==> config.mk <==
export PLATFORM = sky130hd
export DESIGN_NAME = mstc_ctrl
export DESIGN_NICKNAME = d
export VERILOG_FILES = /design/src/sv/masked_sbox_table_compression_top_defines.svh /design/src/sv/mstc_pkg.sv /design/src/sv/mstc_ctrl.sv
export SDC_FILE = /design/constraint.sdc
export NUM_CORES = 1
export LEC_CHECK = 0
export BUFFER_PORTS_ARGS = -buffer_cell sky130_fd_sc_hd__buf_2
export CAP_MARGIN = 10
export CORE_AREA = 2 2 39 41
export CTS_CLUSTER_DIAMETER = 120
export DETAILED_ROUTE_END_ITERATION = 12
export DIE_AREA = 0 0 41 43
export HOLD_SLACK_MARGIN = 0.08
export MAX_ROUTING_LAYER = met4
export SLEW_MARGIN = 20
export SYNTH_ARGS = -nofsm -noshare
export SYNTH_HDL_FRONTEND = slang
export SYNTH_SLANG_ARGS = --single-unit
==> constraint.sdc <==
create_clock -name clk_i -period 1.05 [get_ports clk_i]
set_clock_uncertainty 0.1 [all_clocks]
set_input_delay 0.0525 -clock clk_i [delete_from_list [all_inputs] [get_ports clk_i]]
set_output_delay 0.0525 -clock clk_i [all_outputs]
set_load 0.02 [all_outputs]
==> src/sv/masked_sbox_table_compression_top_defines.svh <==
// Assertion macros for the masked S-box table block.
// Used by the top level only; no other dependencies.
`ifndef MASKED_SBOX_TABLE_COMPRESSION_TOP_DEFINES_SVH
`define MASKED_SBOX_TABLE_COMPRESSION_TOP_DEFINES_SVH
// Implication checked on every rising edge outside reset.
`define MSTC_ASSERT_IMP(lbl, ante, cons, msg) \
  lbl: assert property (@(posedge clk_i) disable iff (!rst_ni) (ante) |-> (cons)) \
    else $error(msg);
// Next-cycle implication.
`define MSTC_ASSERT_NXT(lbl, ante, cons, msg) \
  lbl: assert property (@(posedge clk_i) disable iff (!rst_ni) (ante) |=> (cons)) \
    else $error(msg);
`endif

==> src/sv/mstc_pkg.sv <==
// Package for the masked S-box table block: payload types, S-box table and
// helper functions. No dependencies.
package mstc_pkg;

  typedef struct packed {
    logic        op;
    logic [7:0]  table_index;
    logic [7:0]  share0;
    logic [7:0]  share1;
    logic [7:0]  share2;
    logic        rand_w;
    logic [13:0] rand_r;
    logic [63:0] rand_gamma;
    logic [15:0] rand_y2;
    logic        rand_vs;
  } in_item_t;

  typedef struct packed {
    logic [7:0] out_share0;
    logic [7:0] out_share1;
    logic [7:0] out_share2;
    logic       is_lookup;
  } out_item_t;

  localparam logic OP_BUILD  = 1'b0;
  localparam logic OP_LOOKUP = 1'b1;

  // Commands from controller to datapath.
  typedef struct packed {
    logic load;     // capture the accepted item
    logic build;    // write one table entry at the current counter
    logic lk_rd;    // issue the table read for a lookup
    logic lk_fin;   // form the lookup result
    logic ack;      // form a build acknowledge / empty result
  } ctl_cmd_t;

  typedef struct packed {
    logic last;     // entry counter at its final value
    logic op;       // operation of the captured item
    logic in_range; // table index of the captured item is valid
  } ctl_sts_t;

  function automatic logic [7:0] sbox(input logic [7:0] a);
    logic [7:0] s [256];
    s = '{
8'h63,8'h7c,8'h77,8'h7b,8'hf2,8'h6b,8'h6f,8'hc5,8'h30,8'h01,8'h67,8'h2b,8'hfe,8'hd7,8'hab,8'h76,
8'hca,8'h82,8'hc9,8'h7d,8'hfa,8'h59,8'h47,8'hf0,8'had,8'hd4,8'ha2,8'haf,8'h9c,8'ha4,8'h72,8'hc0,
8'hb7,8'hfd,8'h93,8'h26,8'h36,8'h3f,8'hf7,8'hcc,8'h34,8'ha5,8'he5,8'hf1,8'h71,8'hd8,8'h31,8'h15,
8'h04,8'hc7,8'h23,8'hc3,8'h18,8'h96,8'h05,8'h9a,8'h07,8'h12,8'h80,8'he2,8'heb,8'h27,8'hb2,8'h75,
8'h09,8'h83,8'h2c,8'h1a,8'h1b,8'h6e,8'h5a,8'ha0,8'h52,8'h3b,8'hd6,8'hb3,8'h29,8'he3,8'h2f,8'h84,
8'h53,8'hd1,8'h00,8'hed,8'h20,8'hfc,8'hb1,8'h5b,8'h6a,8'hcb,8'hbe,8'h39,8'h4a,8'h4c,8'h58,8'hcf,
8'hd0,8'hef,8'haa,8'hfb,8'h43,8'h4d,8'h33,8'h85,8'h45,8'hf9,8'h02,8'h7f,8'h50,8'h3c,8'h9f,8'ha8,
8'h51,8'ha3,8'h40,8'h8f,8'h92,8'h9d,8'h38,8'hf5,8'hbc,8'hb6,8'hda,8'h21,8'h10,8'hff,8'hf3,8'hd2,
8'hcd,8'h0c,8'h13,8'hec,8'h5f,8'h97,8'h44,8'h17,8'hc4,8'ha7,8'h7e,8'h3d,8'h64,8'h5d,8'h19,8'h73,
8'h60,8'h81,8'h4f,8'hdc,8'h22,8'h2a,8'h90,8'h88,8'h46,8'hee,8'hb8,8'h14,8'hde,8'h5e,8'h0b,8'hdb,
8'he0,8'h32,8'h3a,8'h0a,8'h49,8'h06,8'h24,8'h5c,8'hc2,8'hd3,8'hac,8'h62,8'h91,8'h95,8'he4,8'h79,
8'he7,8'hc8,8'h37,8'h6d,8'h8d,8'hd5,8'h4e,8'ha9,8'h6c,8'h56,8'hf4,8'hea,8'h65,8'h7a,8'hae,8'h08,
8'hba,8'h78,8'h25,8'h2e,8'h1c,8'ha6,8'hb4,8'hc6,8'he8,8'hdd,8'h74,8'h1f,8'h4b,8'hbd,8'h8b,8'h8a,
8'h70,8'h3e,8'hb5,8'h66,8'h48,8'h03,8'hf6,8'h0e,8'h61,8'h35,8'h57,8'hb9,8'h86,8'hc1,8'h1d,8'h9e,
8'he1,8'hf8,8'h98,8'h11,8'h69,8'hd9,8'h8e,8'h94,8'h9b,8'h1e,8'h87,8'he9,8'hce,8'h55,8'h28,8'hdf,
8'h8c,8'ha1,8'h89,8'h0d,8'hbf,8'he6,8'h42,8'h68,8'h41,8'h99,8'h2d,8'h0f,8'hb0,8'h54,8'hbb,8'h16};
    return s[a];
  endfunction

endpackage

==> src/sv/mstc_ctrl.sv <==
// Controller for the masked S-box table block: sequences table builds and
// lookups. Uses mstc_pkg.
module mstc_ctrl (
  input  logic               clk_i,
  input  logic               rst_ni,
  input  logic               in_valid_i,
  output logic               in_stall_o,
  output logic               out_valid_o,
  input  logic               out_stall_i,
  input  mstc_pkg::ctl_sts_t sts_i,
  output mstc_pkg::ctl_cmd_t cmd_o
);
  import mstc_pkg::*;

  localparam logic [2:0] S_IDLE  = 3'd0;
  localparam logic [2:0] S_DISP  = 3'd1;
  localparam logic [2:0] S_BUILD = 3'd2;
  localparam logic [2:0] S_LKRD  = 3'd3;
  localparam logic [2:0] S_LKFIN = 3'd4;
  localparam logic [2:0] S_OUT   = 3'd5;

  logic [2:0] state_q, state_d;
  logic       acc_in;

  // A new item may enter in the cycle that the previous result leaves.
  assign in_stall_o  = !(state_q == S_IDLE || (state_q == S_OUT && !out_stall_i));
  assign out_valid_o = (state_q == S_OUT);
  assign acc_in      = in_valid_i && !in_stall_o;

  always_comb begin
    state_d = state_q;
    cmd_o   = '0;
    cmd_o.load = acc_in;
    unique case (state_q)
      S_IDLE: begin
        if (acc_in) state_d = S_DISP;
      end
      S_DISP: begin
        if (!sts_i.in_range) begin
          cmd_o.ack = 1'b1;
          state_d   = S_OUT;
        end else if (sts_i.op == OP_BUILD) begin
          state_d = S_BUILD;
        end else begin
          cmd_o.lk_rd = 1'b1;
          state_d     = S_LKRD;
        end
      end
      S_BUILD: begin
        cmd_o.build = 1'b1;
        if (sts_i.last) begin
          cmd_o.ack = 1'b1;
          state_d   = S_OUT;
        end
      end
      S_LKRD: state_d = S_LKFIN;
      S_LKFIN: begin
        cmd_o.lk_fin = 1'b1;
        state_d      = S_OUT;
      end
      S_OUT: begin
        if (!out_stall_i) state_d = acc_in ? S_DISP : S_IDLE;
      end
      default: state_d = S_IDLE;
    endcase
  end

  always_ff @(posedge clk_i or negedge rst_ni) begin
    if (!rst_ni) state_q <= S_IDLE;
    else         state_q <= state_d;
  end
endmodule

==> flow_summary.yaml, run 1 <==
final_layout:
  nets: 72
  post-route-util_pct: 46.0
  top_register: "state_q"
  drive_gt1_share_pct: 71.9
  top_regs: "state_q (3)"
  final_cell_count_no_fill: 80
  largest_register_ffs: 3
  num-fill-cells: 129
  design_area_sq_um: 637
  area_delta_synth_final_pct: 130
  antenna_cells: 0
min_path:
  hold_end: "state_q[0]"
  min_path_type: "in -> reg"
  whs_path_depth: 3
  hold_start: "out_stall_i"
synthesis:
  synth_area_per_cell_sq_um: 7.90
  synth_common_cells: "a21oi_1, dfrtp_1, nand2_1, nand3b_1, nor2_1"
  yosysTopAreaCell: "dfrtp_1"
  syn-cell-area_sq_um: 277
  ys_seq_area_share_pct: 27.1
  async_reset_ff_share_pct: 100
  synth_top_family_by_area: "simple AND/OR/NAND/NOR gates"
  synth_cells: 35
  synth_simple_gate_area_share_pct: 41.2
  yosys_register_bits: 3
  synth-xor-area-share_pct: 0
  muxShareOfSynthArea_pct: 0
  synth-warning-count: 0
  synth_edf_count: 0
  yosys.area.top_type_share_pct: 27.1
  yosys-top-cells-area: "dfrtp_1, nand3b_1, a21oi_1, nand2b_1, buf_6"
  synth_fa_ha_area_share_pct: 0
  ys_types: 22
  synth-compound-area-share_pct: 21.3
  syn-num-nets: 42
  synth-main-ff-cell: "dfrtp_1"
critical_path:
  worst_setup_path_start_kind: "flip-flop"
  crit_path_max_fanout: 6
  required_ns: 0.90
  r2r-end: "state_q[0]"
  r2r_start: "state_q[0]"
  r2r_cells: 4
  crit_start: "state_q[0]"
  critPathKind: "reg -> out"
  cp_data_arrival_time_ns: 1.28
  r2r_setup_slack_ns: -0.26
  worst_setup_path_end_kind: "output pin"
pwr:
  powerDensity_mw_per_mm2: 3030
  p_leak_nw: 0.277
  ir_drop_v: 0.000919
placed_design:
  dp_cells: 67
  pre_cts_ws_ns: -0.264
  placed_area_sq_um: 429
  portBuffers: 13
  hpwl_microns: 562
  finalWeightedCongestion: 0.652
sta:
  period_needed_ns: 1.43
  maxSlewViolCount: 0
  rsz0062_at_grt: "true"
  whs_ns: 0.0586
  fin_crit_sh_pct: 136
  worst_slack_ns: -0.379
  setup_viol: 10
  final-hold-violation-count: 0
  clock.fmax_mhz: 700
  tightestPinTransition_ns: 0.173
  slew_headroom_pct: 88.4
clocking:
  clkLatencyLatePin_ns: 0.23
  cts_buffer_depth: 2
  cts_tree: "yes"
  cts_max_level: 1
  clkTransAtPathRegs_ns: 0.04
  cts_hold_buf: 2
  clock-sinks: 3
  cts_root_buf: "clkbuf_4"
  cts_made_buffers: 3
drt:
  dr_total_vias: 359
  antenna_left: 0
  wl_microns: 859
  drc: 0
  drt_iter0_drc: 6
  wire_per_inst_microns: 10.7
  via_per_inst: 4.49
  drt_first_pass_iters: 4
floorplanning:
  core_area_sq_mm: 0.00138
  die_y_microns: 43
  fp-row-count: 14
  ios: 14
  start_util_pct: 20.0
  floorplan.die_area_sq_mm: 0.00176
  fp.dieW_microns: 41
global_routing:
  grt_pass1_vias: 385
  grt_start_max_net_pins: 8
  grt_overflow: 0
  track_usage_pct: 12.5
  antenna_found_initial: 0
  grt_pass1_wl_microns: 1420
status:
  violations: "setup timing"
  status: "finished, violations left"
job:
  drv_cap: 0
-- through the flow --
stage	total power, mW	TNS [ns]
4_1_cts	1.79	-2.56
6_report	1.93	-2.48
2_1_floorplan	0.965	-0.409
3_5_place_dp	1.17	-1.53
5_1_grt	2.07	-3.08
3_3_place_gp	1.17	-1.43
-- worst max-delay path: stages (launching register included) --
cell and delay [ns]:
dfrtp_2 0.43, buf_4 0.15, nand3b_1 0.19, a21oi_4 0.14, buf_6 0.12
-- final cells by class --
cell class                      instances  area, sq um  area share, %
Multi-Input combinational cell         28          260           40.9
Clock buffer                            4         26.3           4.13
Sequential cell                         3         77.6           12.2
Tap cell                               16         20.0           3.14
Timing Repair Buffer                   29          253           39.7
-- timing repair --
| action | 4_1_cts | 5_1_grt |
|---|---|---|
| resized for setup | 26 | 6 |
| setup buffers | 5 | 2 |
| pin swaps | 4 | 5 |
| endpoints found under the setup margin | 10 | 10 |
| hold endpoints to repair | 5 | 2 |
-- kinds of logic (layout without fill, tap and decap cells) --
logic type	count (synthesis)	in the layout
and+or+nand+nor	19	19
AOI/OAI and AO/OA	9	9
buffers and inverters	4	33
DFF	3	3
-- worst max path at each step --
stage	endpoint
2_1_floorplan	state_q[0]
3_3_place_gp	state_q[0]
3_5_place_dp	state_q[0]
4_1_cts	cmd_o[0]
5_1_grt	cmd_o[0]
6_report	cmd_o[0]
-- layer usage --
layer  up-vias  part of all wire (%)  GRT usage, %
met4         0                  0.93          6.00
met2        10                    58          20.6
li1        182                     -             -
met1       165                    36          12.0
met3         2                   4.5          4.71
met5         -                     0             -
-- layout by cell type, fill, tap and decap left out --
cell type,count
a21oi_1,1
nand2_4,1
nor3b_2,1
or2_1,1
clkbuf_4,3
buf_6,12
nand3b_1,3
buf_2,6
a31oi_1,1
a21oi_4,1
nor4b_4,1
dlygate4sd3_1,2
dfrtp_2,2
a32o_1,1
nor2b_2,1
nand2_1,2
nor4_4,1
o311a_1,1
buf_4,9
o21ai_2,2
nor2_4,2
clkbuf_1,1
and2_4,1
and3b_1,1
dfrtp_1,1
nor2_2,1
nand2b_1,2
or2_2,1
a21o_1,1
a21oi_2,1
-- where the power goes --
part / internal (mW) / total (mW) / switching [mW] / leakage [nW]
clock: 0.142 / 0.198 / 0.0560 / 0.0150
sequential: 0.179 / 0.265 / 0.0865 / 0.0343
combinational: 0.815 / 1.47 / 0.651 / 0.228
total: 1.14 / 1.93 / 0.793 / 0.277
(Power assumes the default switching activity.)
==> run 2: changes to the inputs <==
ABC_AREA = 1   (was default)
==> run 2 against run 1 <==
Effect of this change:
- sequential share of layout area rose by 1.3 points
- flip-flop and latch count unchanged
- final area shrank 8.1%
- the run still ends with setup timing left
- first-iteration DRC count is 17% lower
- global-route usage down 0.94 points
- count of clock-buffer cells in the layout stayed put
- critical path depth unchanged
- synthesized cell count grew 26%
- critical path type unchanged
==> flow_summary.yaml, run 2 <==
sta:
  fin_crit_sh_pct: 133
  final-hold-violation-count: 0
  slew_headroom_pct: 85.8
  worst_slack_ns: -0.352
  rsz0062_at_grt: "true"
  setup-tns-final_ns: -2.49
  setup_viol: 10
  whs_ns: 0.0771
  maxSlewViolCount: 0
  tightestPinTransition_ns: 0.213
  period_needed_ns: 1.40
  clock.fmax_mhz: 713
global_routing:
  grt_overflow: 0
  grt_pass1_wl_microns: 1420
  track_usage_pct: 11.5
  antenna_found_initial: 0
  grt_pass1_vias: 388
  grt_start_max_net_pins: 7
placed_design:
  finalWeightedCongestion: 0.792
  portBuffers: 13
  dp_cells: 74
  placed_area_sq_um: 404
  pre_cts_ws_ns: -0.233
  hpwl_microns: 600
critical_path:
  crit_path_max_fanout: 6
  slowest_stage: "dfrtp_2"
  critical-path-max-stage-delay_ns: 0.47
  r2r-end: "state_q[0]"
  cp_cell_sequence: "nor3_4, a21oi_4, nor2_2, buf_6"
  required_ns: 0.90
  crit_start: "state_q[1]"
  r2r_start: "state_q[1]"
  critPathKind: "reg -> out"
  cp_data_arrival_time_ns: 1.25
  worst_setup_path_start_kind: "flip-flop"
  r2r_setup_slack_ns: -0.18
  worst_setup_path_end_kind: "output pin"
  r2r_cells: 6
  worstSetupEndpoint: "cmd_o[4]"
synthesis:
  ys_seq_area_share_pct: 27.4
  synth-main-ff-cell: "dfrtp_1"
  yosysTopAreaCell: "dfrtp_1"
  synth_cells: 44
  syn-num-nets: 51
  muxShareOfSynthArea_pct: 0
  synth_top_family_by_area: "simple AND/OR/NAND/NOR gates"
  synth_common_cells: "nand2_1, nor2_1, inv_1, nand3_1, inv_2"
  synth_simple_gate_area_share_pct: 46.6
  synth-xor-area-share_pct: 0
  synth_edf_count: 0
  yosys-top-cells-area: "dfrtp_1, nand2_1, nor2_1, nand3_1, inv_1"
  synth_area_per_cell_sq_um: 6.23
  yosys_register_bits: 3
  ys_types: 17
  async_reset_ff_share_pct: 100
  synth-warning-count: 0
  synth-compound-area-share_pct: 11.0
  synth_fa_ha_area_share_pct: 0
  yosys.area.top_type_share_pct: 27.4
  syn-cell-area_sq_um: 274
final_layout:
  design_area_sq_um: 586
  post-route-util_pct: 42.3
  final_cell_mix: "buf_2, buf_4, nand2_1"
  final_common_cell: "buf_2"
  final_cell_count_no_fill: 88
  top_regs: "state_q (3)"
  nets: 80
  top_register: "state_q"
  largest_register_ffs: 3
  antenna_cells: 0
  area_delta_synth_final_pct: 114
  drive_gt1_share_pct: 61.1
drt:
  wl_microns: 863
  wire_per_inst_microns: 9.81
  drt_first_pass_iters: 4
  drt_iter0_drc: 5
  dr_total_vias: 391
  antenna_left: 0
  drc: 0
  via_per_inst: 4.44
floorplanning:
  fp-row-count: 14
  core_area_sq_mm: 0.00138
  fp.dieW_microns: 41
  floorplan.die_area_sq_mm: 0.00176
  ios: 14
  start_util_pct: 19.8
  die_y_microns: 43
clocking:
  cts_made_buffers: 3
  clkTransAtPathRegs_ns: 0.04
  cts_max_level: 1
  clock-sinks: 3
  cts_tree: "yes"
  cts_root_buf: "clkbuf_4"
  cts_buffer_depth: 2
  clkLatencyLatePin_ns: 0.23
job:
  drv_cap: 0
pwr:
  ir_drop_v: 0.000922
  powerDensity_mw_per_mm2: 3080
  p_leak_nw: 0.298
  p_total_mw: 1.80
status:
  violations: "setup timing"
  status: "finished, violations left"
min_path:
  whs_path_depth: 3
  min_path_type: "in -> reg"
-- run 2: changes by cell type after synthesis, moves of 2 or more --
| cell | previous run | this run |
|---|---|---|
| inv_2 | 0 | 4 |
| a21oi_1 | 3 | 0 |
| nand3_1 | 0 | 5 |
| nand2_1 | 3 | 7 |
| nand4_1 | 0 | 2 |
| nand2b_1 | 2 | 0 |
| inv_1 | 0 | 5 |
| buf_2 | 2 | 0 |
| nor2_1 | 3 | 7 |
| nand3b_1 | 3 | 0 |
-- run 2: repair_timing --
item | in CTS | in global routing
gates resized for setup | 19 | 3
endpoints found under the setup margin | 10 | 10
hold buffers | 3 | 0
buffers inserted | 6 | 1
cloned | 0 | 0
pin swaps | 3 | 0
endpoints found under the hold margin | 4 | 0
-- run 2: cells by family after synthesis --
kind of cell / after synthesis
AO/OA/AOI/OAI: 5
AND/OR/NAND/NOR: 26
flip-flops: 3
buffers and inverters: 10
-- run 2: layout make-up --
class | instances | area, sq um
multi-input combinational | 31 | 228
tap | 16 | 20.0
inverter | 9 | 41.3
fill | 148 | 798
sequential | 3 | 78.8
clock buffer | 4 | 26.3
timing repair buffer | 25 | 191
-- run 2: report_power, final --
group	total (mW)	switching (mW)	internal [mW]	leakage (nW)
logic	1.29	0.677	0.613	0.250
registers	0.311	0.127	0.184	0.0337
clock network	0.203	0.0605	0.142	0.0150
total	1.80	0.865	0.939	0.298
-- run 2: layer usage --
metal,wire length (microns),vias up,track usage [%]
met5,0,-,-
met4,0,0,4.00
met3,46,0,0
met2,467,16,20.6
met1,349,176,12.9
li1,-,199,-
-- run 2: worst min-delay path by stage --
stage / from / endpoint / slack [ns]
6_report: sts_i[0] / state_q[1] / 0.08
3_5_place_dp: rst_ni / state_q[0] / -0.25
3_3_place_gp: rst_ni / state_q[1] / -0.25
5_1_grt: sts_i[0] / state_q[1] / 0.09
4_1_cts: sts_i[0] / state_q[1] / 0.08
2_1_floorplan: rst_ni / state_q[0] / -0.34
-- run 2: worst max-delay path, delay by kind of cell (launching register included) --
| kind | cells | cell delay, ns |
|---|---|---|
| flops | 1 | 0.47 |
| compound gates | 1 | 0.08 |
| simple gates | 2 | 0.34 |
| buf+inv | 1 | 0.12 |
